## src/rtl/core/vtp_pkg.sv

```systemverilog
`timescale 1ns / 1ps
`default_nettype none

package vtp_pkg;

   localparam int MAX_SEGMENTS_DEF  = 256;
   localparam int DURATION_BITS_DEF = 16;

   localparam int TOTAL_W  = 24;
   localparam int SUM_W    = TOTAL_W + 1;
   localparam int DUR_IN_W = 16;
   localparam int LETTER_W = 8;
   localparam int DIM_W    = 8;

   localparam logic [TOTAL_W-1:0] TOTAL_MAX   = {TOTAL_W{1'b1}};
   localparam logic [DIM_W-1:0]   DEFAULT_DIM = 8'd100;

   typedef enum logic [1:0] {
      KIND_CLEAR  = 2'd0,
      KIND_APPEND = 2'd1,
      KIND_START  = 2'd2,
      KIND_TICK   = 2'd3
   } kind_type;

   typedef struct packed {
      kind_type              kind;
      logic [DUR_IN_W-1:0]   duration_frames;
      logic [LETTER_W-1:0]   phoneme;
      logic                  sound_playing;
   } req_type;

   typedef struct packed {
      logic [DIM_W-1:0] mouth_width;
      logic [DIM_W-1:0] mouth_height;
      logic             segment_found;
   } rsp_type;

   // Status of the timeline walk, from the walker to the top level.
   typedef struct packed {
      logic                busy;
      logic                done;
      logic                found;
      logic [LETTER_W-1:0] letter;
   } walk_stat_type;

   typedef struct packed {
      logic [DIM_W-1:0] width;
      logic [DIM_W-1:0] height;
   } shape_type;

   // Mouth shape for a phoneme letter; unknown letters give the neutral shape.
   function automatic shape_type shape_of(input logic [LETTER_W-1:0] letter);
      shape_type s;
      s.width  = DEFAULT_DIM;
      s.height = DEFAULT_DIM;
      case (letter)
         "a": begin s.width = 8'd150; s.height = 8'd100; end
         "i": begin s.width = 8'd120; s.height = 8'd50;  end
         "u": begin s.width = 8'd80;  s.height = 8'd100; end
         "e": begin s.width = 8'd155; s.height = 8'd85;  end
         "o": begin s.width = 8'd130; s.height = 8'd130; end
         "k": begin s.width = 8'd110; s.height = 8'd70;  end
         "s": begin s.width = 8'd140; s.height = 8'd55;  end
         "t": begin s.width = 8'd120; s.height = 8'd30;  end
         "n": begin s.width = 8'd110; s.height = 8'd20;  end
         "h": begin s.width = 8'd140; s.height = 8'd60;  end
         "m": begin s.width = 8'd80;  s.height = 8'd20;  end
         "y": begin s.width = 8'd115; s.height = 8'd35;  end
         "w": begin s.width = 8'd110; s.height = 8'd45;  end
         "g": begin s.width = 8'd90;  s.height = 8'd55;  end
         "z": begin s.width = 8'd115; s.height = 8'd55;  end
         "d": begin s.width = 8'd120; s.height = 8'd20;  end
         "p": begin s.width = 8'd75;  s.height = 8'd30;  end
         default: begin s.width = DEFAULT_DIM; s.height = DEFAULT_DIM; end
      endcase
      return s;
   endfunction

endpackage

`default_nettype wire

```

## src/rtl/core/vtp_if.sv

```systemverilog
`timescale 1ns / 1ps
`default_nettype none

interface vtp_req_if;
   import vtp_pkg::*;
   logic    valid;
   logic    ready;
   req_type data;
   modport source (output valid, output data, input ready);
   modport sink   (input valid, input data, output ready);
endinterface

interface vtp_rsp_if;
   import vtp_pkg::*;
   logic    valid;
   logic    ready;
   rsp_type data;
   modport source (output valid, output data, input ready);
   modport sink   (input valid, input data, output ready);
endinterface

`default_nettype wire

```

## src/rtl/core/vtp_cell.sv

```systemverilog
`timescale 1ns / 1ps
`default_nettype none

// One segment slot of the ring; takes its neighbor's segment on each shift.
module vtp_cell #(
   parameter int DURATION_BITS = vtp_pkg::DURATION_BITS_DEF
) (
   input  wire logic                         clock,
   input  wire logic                         shift,
   input  wire logic [DURATION_BITS-1:0]     dur_in,
   input  wire logic [vtp_pkg::LETTER_W-1:0] letter_in,
   output logic      [DURATION_BITS-1:0]     dur_out,
   output logic      [vtp_pkg::LETTER_W-1:0] letter_out
);
   import vtp_pkg::*;

   logic [DURATION_BITS-1:0] dur_ff;
   logic [LETTER_W-1:0]      letter_ff;

   always_ff @(posedge clock) begin
      if (shift) begin
         dur_ff    <= dur_in;
         letter_ff <= letter_in;
      end
   end

   assign dur_out    = dur_ff;
   assign letter_out = letter_ff;

endmodule

`default_nettype wire

```

## src/rtl/core/vtp_walker.sv

```systemverilog
`timescale 1ns / 1ps
`default_nettype none

// Walks one full turn of the ring, summing the durations of the live
// entries as they pass the head cell and latching the first letter whose
// running sum reaches the frame tick.
module vtp_walker #(
   parameter int MAX_SEGMENTS  = vtp_pkg::MAX_SEGMENTS_DEF,
   parameter int DURATION_BITS = vtp_pkg::DURATION_BITS_DEF,
   localparam int IDX_W = $clog2(MAX_SEGMENTS),
   localparam int CNT_W = $clog2(MAX_SEGMENTS + 1)
) (
   input  wire logic                         clock,
   input  wire logic                         reset,
   input  wire logic                         start,
   input  wire logic [vtp_pkg::TOTAL_W-1:0]  frame_tick,
   input  wire logic [CNT_W-1:0]             first_pos,
   input  wire logic [DURATION_BITS-1:0]     head_dur,
   input  wire logic [vtp_pkg::LETTER_W-1:0] head_letter,
   output vtp_pkg::walk_stat_type            stat
);
   import vtp_pkg::*;

   localparam logic [IDX_W-1:0] LAST_IDX = IDX_W'(MAX_SEGMENTS - 1);

   logic                busy_ff, busy_in;
   logic                done_ff, done_in;
   logic                found_ff, found_in;
   logic [IDX_W-1:0]    idx_ff, idx_in;
   logic [SUM_W-1:0]    sum_ff, sum_in;
   logic [LETTER_W-1:0] letter_ff, letter_in;

   logic [SUM_W-1:0]    sum_add;
   logic [SUM_W-1:0]    sum_sat;
   logic                live;

   always_comb begin
      sum_add = sum_ff + SUM_W'(head_dur);
      // Saturate at 2^24: every frame tick lies below, so compares still hold.
      sum_sat = sum_add[TOTAL_W] ? (SUM_W'(1) << TOTAL_W) : sum_add;
      live    = CNT_W'(idx_ff) >= first_pos;

      busy_in   = busy_ff;
      done_in   = 1'b0;
      found_in  = found_ff;
      idx_in    = idx_ff;
      sum_in    = sum_ff;
      letter_in = letter_ff;

      if (start) begin
         busy_in  = 1'b1;
         found_in = 1'b0;
         idx_in   = '0;
         sum_in   = '0;
      end else if (busy_ff) begin
         idx_in = idx_ff + IDX_W'(1);
         if (live && !found_ff) begin
            sum_in = sum_sat;
            if (sum_sat >= SUM_W'(frame_tick)) begin
               found_in  = 1'b1;
               letter_in = head_letter;
            end
         end
         if (idx_ff == LAST_IDX) begin
            busy_in = 1'b0;
            done_in = 1'b1;
         end
      end
   end

   always_ff @(posedge clock) begin
      if (reset) begin
         busy_ff  <= 1'b0;
         done_ff  <= 1'b0;
         found_ff <= 1'b0;
         idx_ff   <= '0;
      end else begin
         busy_ff  <= busy_in;
         done_ff  <= done_in;
         found_ff <= found_in;
         idx_ff   <= idx_in;
      end
      sum_ff    <= sum_in;
      letter_ff <= letter_in;
   end

   assign stat.busy   = busy_ff;
   assign stat.done   = done_ff;
   assign stat.found  = found_ff;
   assign stat.letter = letter_ff;

endmodule

`default_nettype wire

```

## src/rtl/core/viseme_timeline_player_unit.sv

```systemverilog
`timescale 1ns / 1ps
`default_nettype none

// Viseme timeline player. Segments (a duration in frames and a phoneme
// letter) are kept in a ring of MAX_SEGMENTS cells; the live entries sit at
// the tail end of the ring, oldest first. Clear, append and start beats give
// no result. A frame tick beat gives one result beat with the mouth width and
// height in hundredths (100,100 is the neutral shape). When playback is
// stopped, the sound has ended, or the tick has reached the total, the
// result is registered and ready in the cycle after the beat. For a tick
// inside the timeline the ring turns once, one cell per clock, so the head
// cell sees every entry in order while a running sum finds the matching
// segment; after that turn the ring is back in its original order. The block
// works on one beat at a time. A finished result waits in the output register
// and the next beat is still accepted as long as that register is free or
// being emptied in the same cycle. The total saturates at 2^24 - 1 frames,
// and an append to a full table is dropped.
module viseme_timeline_player_unit #(
   parameter int MAX_SEGMENTS  = vtp_pkg::MAX_SEGMENTS_DEF,
   parameter int DURATION_BITS = vtp_pkg::DURATION_BITS_DEF
) (
   input wire logic  clock,
   input wire logic  reset,
   vtp_req_if.sink   req_port,
   vtp_rsp_if.source rsp_port
);
   import vtp_pkg::*;

   localparam int CNT_W = $clog2(MAX_SEGMENTS + 1);
   localparam logic [CNT_W-1:0] MAX_CNT = CNT_W'(MAX_SEGMENTS);

   typedef enum logic [1:0] {
      ST_IDLE,
      ST_WALK,
      ST_DONE
   } state_type;

   // Ring of segment cells. Cell 0 is the head; a shift moves every cell's
   // segment one place toward the head and feeds the tail cell.
   logic [DURATION_BITS-1:0] cell_dur    [MAX_SEGMENTS];
   logic [LETTER_W-1:0]      cell_letter [MAX_SEGMENTS];
   logic [DURATION_BITS-1:0] tail_dur;
   logic [LETTER_W-1:0]      tail_letter;
   logic                     ring_shift;

   state_type          state_ff, state_in;
   logic [CNT_W-1:0]   count_ff, count_in;
   logic [TOTAL_W-1:0] total_ff, total_in;
   logic [TOTAL_W-1:0] tick_ff, tick_in;
   logic               playing_ff, playing_in;
   logic               rsp_valid_ff, rsp_valid_in;
   rsp_type            rsp_data_ff, rsp_data_in;

   walk_stat_type            walk_stat;
   logic                     walk_start;
   logic                     req_fire;
   logic                     slot_free;
   logic                     do_append;
   logic [DURATION_BITS-1:0] new_dur;
   logic [TOTAL_W:0]         total_add;
   shape_type                shape;

   assign slot_free = !rsp_valid_ff || rsp_port.ready;
   assign req_port.ready = (state_ff == ST_IDLE) && slot_free;
   assign req_fire = req_port.valid && req_port.ready;

   assign new_dur   = DURATION_BITS'(req_port.data.duration_frames);
   assign do_append = req_fire && (req_port.data.kind == KIND_APPEND)
                      && (count_ff < MAX_CNT);

   // Appends take the new segment into the tail; a walk wraps the head around.
   assign ring_shift  = do_append || walk_stat.busy;
   assign tail_dur    = do_append ? new_dur : cell_dur[0];
   assign tail_letter = do_append ? req_port.data.phoneme : cell_letter[0];

   for (genvar i = 0; i < MAX_SEGMENTS; i++) begin : g_ring
      if (i == MAX_SEGMENTS - 1) begin : g_tail
         vtp_cell #(.DURATION_BITS(DURATION_BITS)) u_cell (
            .clock      (clock),
            .shift      (ring_shift),
            .dur_in     (tail_dur),
            .letter_in  (tail_letter),
            .dur_out    (cell_dur[i]),
            .letter_out (cell_letter[i])
         );
      end else begin : g_mid
         vtp_cell #(.DURATION_BITS(DURATION_BITS)) u_cell (
            .clock      (clock),
            .shift      (ring_shift),
            .dur_in     (cell_dur[i+1]),
            .letter_in  (cell_letter[i+1]),
            .dur_out    (cell_dur[i]),
            .letter_out (cell_letter[i])
         );
      end
   end

   vtp_walker #(
      .MAX_SEGMENTS  (MAX_SEGMENTS),
      .DURATION_BITS (DURATION_BITS)
   ) u_walker (
      .clock       (clock),
      .reset       (reset),
      .start       (walk_start),
      .frame_tick  (tick_ff),
      .first_pos   (MAX_CNT - count_ff),
      .head_dur    (cell_dur[0]),
      .head_letter (cell_letter[0]),
      .stat        (walk_stat)
   );

   assign total_add = {1'b0, total_ff} + (TOTAL_W + 1)'(new_dur);
   assign shape     = shape_of(walk_stat.letter);

   always_comb begin
      state_in     = state_ff;
      count_in     = count_ff;
      total_in     = total_ff;
      tick_in      = tick_ff;
      playing_in   = playing_ff;
      rsp_valid_in = rsp_valid_ff && !rsp_port.ready;
      rsp_data_in  = rsp_data_ff;
      walk_start   = 1'b0;

      case (state_ff)
         ST_IDLE: begin
            if (req_fire) begin
               case (req_port.data.kind)
                  KIND_CLEAR: begin
                     count_in   = '0;
                     total_in   = '0;
                     tick_in    = '0;
                     playing_in = 1'b0;
                  end
                  KIND_APPEND: begin
                     if (do_append) begin
                        count_in = count_ff + CNT_W'(1);
                        total_in = total_add[TOTAL_W] ? TOTAL_MAX
                                                      : total_add[TOTAL_W-1:0];
                     end
                  end
                  KIND_START: begin
                     playing_in = 1'b1;
                  end
                  KIND_TICK: begin
                     rsp_data_in.mouth_width   = DEFAULT_DIM;
                     rsp_data_in.mouth_height  = DEFAULT_DIM;
                     rsp_data_in.segment_found = 1'b0;
                     if (!playing_ff) begin
                        tick_in      = '0;
                        rsp_valid_in = 1'b1;
                     end else if (!req_port.data.sound_playing) begin
                        playing_in   = 1'b0;
                        rsp_valid_in = 1'b1;
                     end else if (total_ff <= tick_ff) begin
                        rsp_valid_in = 1'b1;
                     end else begin
                        walk_start = 1'b1;
                        state_in   = ST_WALK;
                     end
                  end
                  default: begin
                  end
               endcase
            end
         end
         ST_WALK: begin
            if (walk_stat.done) begin
               state_in = ST_DONE;
            end
         end
         ST_DONE: begin
            if (slot_free) begin
               rsp_valid_in = 1'b1;
               if (walk_stat.found) begin
                  rsp_data_in.mouth_width   = shape.width;
                  rsp_data_in.mouth_height  = shape.height;
                  rsp_data_in.segment_found = 1'b1;
                  tick_in = tick_ff + TOTAL_W'(1);
               end else begin
                  rsp_data_in.mouth_width   = DEFAULT_DIM;
                  rsp_data_in.mouth_height  = DEFAULT_DIM;
                  rsp_data_in.segment_found = 1'b0;
               end
               state_in = ST_IDLE;
            end
         end
         default: begin
            state_in = ST_IDLE;
         end
      endcase
   end

   always_ff @(posedge clock) begin
      if (reset) begin
         state_ff     <= ST_IDLE;
         count_ff     <= '0;
         total_ff     <= '0;
         tick_ff      <= '0;
         playing_ff   <= 1'b0;
         rsp_valid_ff <= 1'b0;
      end else begin
         state_ff     <= state_in;
         count_ff     <= count_in;
         total_ff     <= total_in;
         tick_ff      <= tick_in;
         playing_ff   <= playing_in;
         rsp_valid_ff <= rsp_valid_in;
      end
      rsp_data_ff <= rsp_data_in;
   end

   assign rsp_port.valid = rsp_valid_ff;
   assign rsp_port.data  = rsp_data_ff;

endmodule

`default_nettype wire

```

## src/flat_wrapper.sv

```systemverilog
// flat-port wrapper written by rule: the top's interface ports become plain ports
module viseme_timeline_player_unit_flat import vtp_pkg::*;
#(
   parameter int MAX_SEGMENTS  = vtp_pkg::MAX_SEGMENTS_DEF,
   parameter int DURATION_BITS = vtp_pkg::DURATION_BITS_DEF
)
  (clock, reset, req_port_valid, req_port_data, req_port_ready, rsp_port_valid, rsp_port_data, rsp_port_ready);
  vtp_req_if req_port_i ();
  vtp_rsp_if rsp_port_i ();
  input wire logic clock;
  input wire logic reset;
  input wire logic [$bits(req_port_i.valid)-1:0] req_port_valid;
  input wire logic [$bits(req_port_i.data)-1:0] req_port_data;
  output wire logic [$bits(req_port_i.ready)-1:0] req_port_ready;
  output wire logic [$bits(rsp_port_i.valid)-1:0] rsp_port_valid;
  output wire logic [$bits(rsp_port_i.data)-1:0] rsp_port_data;
  input wire logic [$bits(rsp_port_i.ready)-1:0] rsp_port_ready;
  assign req_port_i.valid = req_port_valid;
  assign req_port_i.data = req_port_data;
  assign req_port_ready = req_port_i.ready;
  assign rsp_port_valid = rsp_port_i.valid;
  assign rsp_port_data = rsp_port_i.data;
  assign rsp_port_i.ready = rsp_port_ready;
  viseme_timeline_player_unit #(.MAX_SEGMENTS(MAX_SEGMENTS), .DURATION_BITS(DURATION_BITS)) u_core (.clock(clock), .reset(reset), .req_port(req_port_i), .rsp_port(rsp_port_i));
endmodule
```

## config.mk

```make
export PLATFORM = sky130hd
export DESIGN_NAME = viseme_timeline_player_unit_flat
export DESIGN_NICKNAME = d
export VERILOG_FILES = /design/src/rtl/core/vtp_pkg.sv /design/src/rtl/core/vtp_if.sv /design/src/rtl/core/vtp_cell.sv /design/src/rtl/core/vtp_walker.sv /design/src/rtl/core/viseme_timeline_player_unit.sv /design/src/flat_wrapper.sv
export SDC_FILE = /design/constraint.sdc
export NUM_CORES = 2
export LEC_CHECK = 0
export BUFFER_PORTS_ARGS = -buffer_cell sky130_fd_sc_hd__buf_2
export CORE_UTILIZATION = 59
export CTS_CLUSTER_SIZE = 20
export DETAILED_ROUTE_END_ITERATION = 10
export GPL_ROUTABILITY_DRIVEN = 1
export HOLD_SLACK_MARGIN = 0.02
export PLACE_DENSITY_LB_ADDON = 0.3
export RECOVER_POWER = 25
export SYNTH_ARGS = -nofsm -noshare
export SYNTH_HDL_FRONTEND = slang
export SYNTH_SLANG_ARGS = --single-unit
```

## constraint.sdc

```tcl
create_clock -name clock -period 205.1 [get_ports clock]
set_input_delay 20.51 -clock clock [delete_from_list [all_inputs] [get_ports clock]]
set_output_delay 20.51 -clock clock [all_outputs]
set_load 0.01 [all_outputs]
```

; ---- Word-level counts from Yosys, hierarchy flattened
; Cells that the tools add are included.
[totals]
output_inout_bits = 19
register_bits = 6266
word_cells = 647
[op_classes]
bitwise_logic = 2
n_mux = 48
n_eq_ne = 34
add_sub_neg = 6
reduce_logical = 26
order_cmp = 4
[op_table]
columns = cell, count
row1 = case mux 16 bit (17 select lines), 1
row2 = 2-to-1 mux 24 bit, 6
row3 = case mux 24 bit (2 select lines), 3
row4 = == test 8 x 7 -> 1 bit (second input constant), 17
row5 = 2-to-1 mux 17 bit, 4
row6 = case mux 17 bit (2 select lines), 1
row7 = adder 24 x 16 -> 25 bit, 1
row8 = adder 25 x 16 -> 25 bit, 1
row9 = greater-or-equal comparator 25 x 24 -> 1 bit, 1
row10 = 2-to-1 mux 25 bit, 1
row11 = adder 24 x 1 -> 24 bit (second input constant), 1
row12 = less-or-equal comparator 24 bit, 1
row13 = 2-to-1 mux 1 bit, 18
row14 = case mux 9 bit (2 select lines), 1
row15 = 2-to-1 mux 16 bit, 1
row16 = 2-to-1 mux 2 bit, 7
row17 = AND reduction 4 bit, 3
row18 = != test 2 bit (second input constant), 5
row19 = adder 9 x 1 -> 9 bit (second input constant), 1
row20 = greater-or-equal comparator 8 x 9 -> 1 bit, 1
row21 = less-than comparator 9 bit (second input constant), 1
row22 = 2-to-1 mux 9 bit, 1
row23 = subtractor 9 bit (first input constant), 1
row24 = adder 8 x 1 -> 8 bit (second input constant), 1
row25 = other kinds (22), 41

; ---- Longest topological paths before layout
[logic_depth]
depth_word = 9
depth_mapped = 22

; ---- Modules after synthesis
; Synthesis repeated with hierarchy kept, for this count alone.
[unflattened]
cells_unflattened = 7277
hier_area_um2 = 193648.2
[modules_own_cells]
columns = module, cells_each, instances, area_each_um2, seq_area_each_um2
row1 = vtp_cell, 24, 256, 720.7, 720.7
row2 = viseme_timeline_player_unit, 707, 1, 5677.9, 1731.7
row3 = vtp_walker, 426, 1, 3473.3, 960.9

; ---- Worst setup path after synthesis
; No wires, ideal clock.
[synth_timing]
kind = input -> register
from = in rsp_port_ready
to = reg u_core.g_ring[0].g_mid.u_cell.dur_ff[0] (enable)
path_stages = 7
required_ns = 164.195
arrival_time_ns = 120.611
slack_ns = 43.585
n_path_buf = 2
cell_sequence = nor2b_1 > nor3_1 > and2_1 > nand3_1 > clkbuf_1 > clkbuf_1 > nand2_1
[synth_between]
elab_chain_cells = 6
[synth_rtl]
columns = element, line
row1 = from (decl), flat_wrapper.sv:17  ; input wire logic [$bits(rsp_port_i.ready)-1:0] rsp_port_ready;
row2 = logical OR 1 bit, viseme_timeline_player_unit.sv:63  ; assign slot_free = !rsp_valid_ff || rsp_port.ready;
row3 = logical AND 1 bit, viseme_timeline_player_unit.sv:64  ; assign req_port.ready = (state_ff == ST_IDLE) && slot_free;
row4 = via req_port_ready, flat_wrapper.sv:14  ; output wire logic [$bits(req_port_i.ready)-1:0] req_port_ready;
row5 = logical AND 1 bit, viseme_timeline_player_unit.sv:65  ; assign req_fire = req_port.valid && req_port.ready;
row6 = logical AND 1 bit, viseme_timeline_player_unit.sv:68  ; assign do_append = req_fire && (req_port.data.kind == KIND_APPEND)
row7 = logical AND 1 bit, viseme_timeline_player_unit.sv:69  ; && (count_ff < MAX_CNT);
row8 = logical OR 1 bit, viseme_timeline_player_unit.sv:72  ; assign ring_shift = do_append || walk_stat.busy;
row9 = via u_core.g_ring[0].g_mid.u_cell.shift, vtp_cell.sv:9  ; input wire logic shift,
row10 = to (signal assigned), vtp_cell.sv:22  ; dur_ff <= dur_in;
row11 = to (decl), vtp_cell.sv:17  ; logic [DURATION_BITS-1:0] dur_ff;
; The timed path passes the listed nets, and every way through them passes these cells.
; A chain may end at the register's enable or synchronous reset.

; ---- Worst setup path after layout
[layout_timing]
from = in rsp_port_ready
to = out req_port_ready
[layout_between]
elab_chain_cells = 2
[layout_rtl]
columns = element, line
row1 = logical OR 1 bit, viseme_timeline_player_unit.sv:63
row2 = logical AND 1 bit, viseme_timeline_player_unit.sv:64
row3 = to (decl), flat_wrapper.sv:14
; Every way passes these cells.

==> results.cfg <==
[clocking]
clk_path_buf_depth = 4
cts_tree = built
cts_max_level = 6
cts_num_sinks = 6266
cts_hold_buf = 0
numCtsBuffers = 579
worstSkewPairLatency_ps = 1050
ctsResizeCount = 0
cts_setup_buffers = 0
cts_root_buf = clkbuf_16
clkSlewWorstSetupHoldPaths_ps = 60

[detailed_routing]
routed_wl_um = 288000
postRouteAntennaNets = 0
drtIter0Drc = 6966
num_vias = 69100
drc = 0
wl_per_cell_um = 22.6
viasPerCell = 5.41
firstDrtPassIters = 5

[synth]
synth_edf_count = 6169
syn-num-nets = 7457
async_reset_ff_share_pct = 0
synth_warnings = 0
synth_seq_cells = 6266
synthesis.instances = 7326
synth.most_common_cell = edfxtp_1
synth-seq-area-share_pct = 96.7
synth_top_area_cell = edfxtp_1
yosys.area.top_type_share_pct = 95.7
syn_area_per_cell_um2 = 26.4
synthTopCellsByArea = edfxtp_1 (96%), dfxtp_1 (1.0%), ha_1 (0.63%)
yosys-top-cells-count = edfxtp_1 (6169), nand2_1 (188), nor2_1 (124)
yosysUniqueCellTypes = 72
synth_ff_type = edfxtp_1
syn_area_um2 = 194000

[power]
p_switching_mw = 0.517
ir_worst_vdd_mv = 0.00903
power.density_nw_per_um2 = 11.7
p_int_mw = 2.04
pwr-share-comb_pct = 1.6
finalPower_mw = 2.56
switching_share_pct = 20.2
power_frac_clock_pct = 41.7
power_frac_seq_pct = 56.7
p_leak_nw = 70.0

[global_routing]
grt_use_total_pct = 17.4
grt_pass1_vias = 70000
grt_max_degree = 221
grt_pass1_wl_um = 438000
antenna_found_initial = 9
gr-total-overflow = 0

[timing]
setup_slack_ps = 162880
setup_violations = 0
worstMarginPinSlew_ps = 1190
maxSlewViolCount = 0
hold_viol_final = 0
whs_ps = 388
relSlewSlack_pct = 21.0
fmax_mhz = 23.7
finalCriticalPeriod_ps = 42220
finalCritPeriodShare_pct = 20.6
fin_tns_setup_ps = 0
finClkSkew_ps = 65.2
rsz0062_at_grt = false

[final_layout]
fin_cells = 12800
syn_to_final_growth_pct = 12.8
drive_gt1_share_pct = 11.3
nets = 8113

[setup_path]
crit_chain = buf_2 -> nor2b_1 -> nor3_1 -> buf_2
critPathRequiredTime_ps = 184590
crit_top_cell = buf_2
path_class = input pin to primary output
critPathMaxStageDelay_ps = 450
critPathCaptureType = primary output
critPathLaunchType = input pin
critical-path-slowest-cell = nor3_1
crit_arrival_ps = 21710
cp_max_fo = 5

[die]
fp.dieW_um = 575
initial_core_util_pct = 59.5
core_um2 = 325000
die_h_um = 575
ios = 50
rows = 209
die-area_um2 = 331000

[outcome]
status = finished, final reports clean

[hold_path]
hold_class = register to register

[run]
maxCapViolations = 0

[place]
place_hpwl_um = 107000
place.gp.congestion = 0.806
place_inst = 11700
portBuffers = 49
dp_slack_ps = 162990
layout make-up:
class	instances	area, µm²
inverter	55	206
timing repair buffer	121	873
multi-input combinational	959	6090
antenna	3	7.51
clock inverter	340	3410
tap	4325	5410
sequential	6266	187000
clock buffer	702	15200
fill	18800	107000
layer usage:
metal,GRT usage (%),vias up,wire [µm]
li1,-,30700,-
met1,25.8,35900,130000
met2,27.4,1886,137000
met3,3.06,506,14400
met4,4.78,2,7140
met5,0,-,11
sequential cells by signal, indices dropped and copies added, names as in the netlist, 9 cells and up:
register / flops
u_core.g_ring.g_tail.u_cell.dur_out: 16
u_core.g_ring.g_mid.u_cell.dur_out: 4080
u_core.count_ff: 9
u_core.rsp_port.data: 17
u_core.g_ring.g_mid.u_cell.letter_out: 2040
u_core.tick_ff: 24
u_core.u_walker.sum_ff: 25
u_core.total_ff: 24
placed cells by master (no fill, tap or decap), drive strengths merged, types with 68 or more instances in the layout:
master  netlist  final
a21oi        87     87
buf           8    121
clkbuf       38    702
clkinv        1    241
dfxtp        97     97
edfxtp     6169   6169
ha           98     98
inv          54     85
nand2       189    189
nor2        124    124
o21ai        68     68
stage by stage:
step / cell area (µm²) / utilization, %
after floorplan: 194000 / -
after global placement: 200000 / 61.4
final: 218000 / 67.1
after detailed placement: 200000 / 61.4
after global routing: 218000 / 67.1
after CTS: 218000 / 67.1
power by group through the flow:
stage / clock network, mW / registers [mW] / logic, mW
finish: 1.07 / 1.45 / 0.0413
global route: 1.14 / 1.45 / 0.0457
CTS: 1.10 / 1.45 / 0.0416
detailed placement: 0 / 1.48 / 0.0414
global placement: 0 / 1.48 / 0.0393
floorplan: 0 / 1.80 / 0.0302
critical path, delay by kind of cell:
kind | cells | cell delay, ps
AND/OR/NAND/NOR | 2 | 600
buffers and inverters | 2 | 570
logic make-up (layout without fill, tap and decap cells):
family                   Yosys count  count (layout)  synth area share [%]
adder cells (fa/ha/maj)          100             100                 0.654
flip-flops                      6266            6266                  96.7
AND/OR/NAND/NOR                  497             497                  1.18
other                              0               3                     0
XOR/XNOR                          75              75                 0.339
AO/OA/AOI/OAI                    281             281                 0.925
buffers and inverters            101            1218                 0.201
multiplexers                       6               6                0.0317
worst paths after layout:
| check | from | endpoint | slack, ps | cells past startpoint |
|---|---|---|---|---|
| hold / removal | u_core.g_ring[176].g_mid.u_cell.dur_out[1]$_DFFE_PP_ | u_core.g_ring[175].g_mid.u_cell.dur_out[1]$_DFFE_PP_ | 390 | 0 |
| setup / recovery | rsp_port_ready | req_port_ready | 162880 | 4 |
| hold reg to reg | u_core.g_ring[176].g_mid.u_cell.dur_out[1]$_DFFE_PP_ | u_core.g_ring[175].g_mid.u_cell.dur_out[1]$_DFFE_PP_ | 390 | 0 |
| setup reg to reg | u_core.count_ff[0]$_SDFFE_PP0P_ | u_core.g_ring[211].g_mid.u_cell.letter_out[5]$_DFFE_PP_ | 195870 | 17 |
No activity file was read; power rests on OpenSTA's default activity.
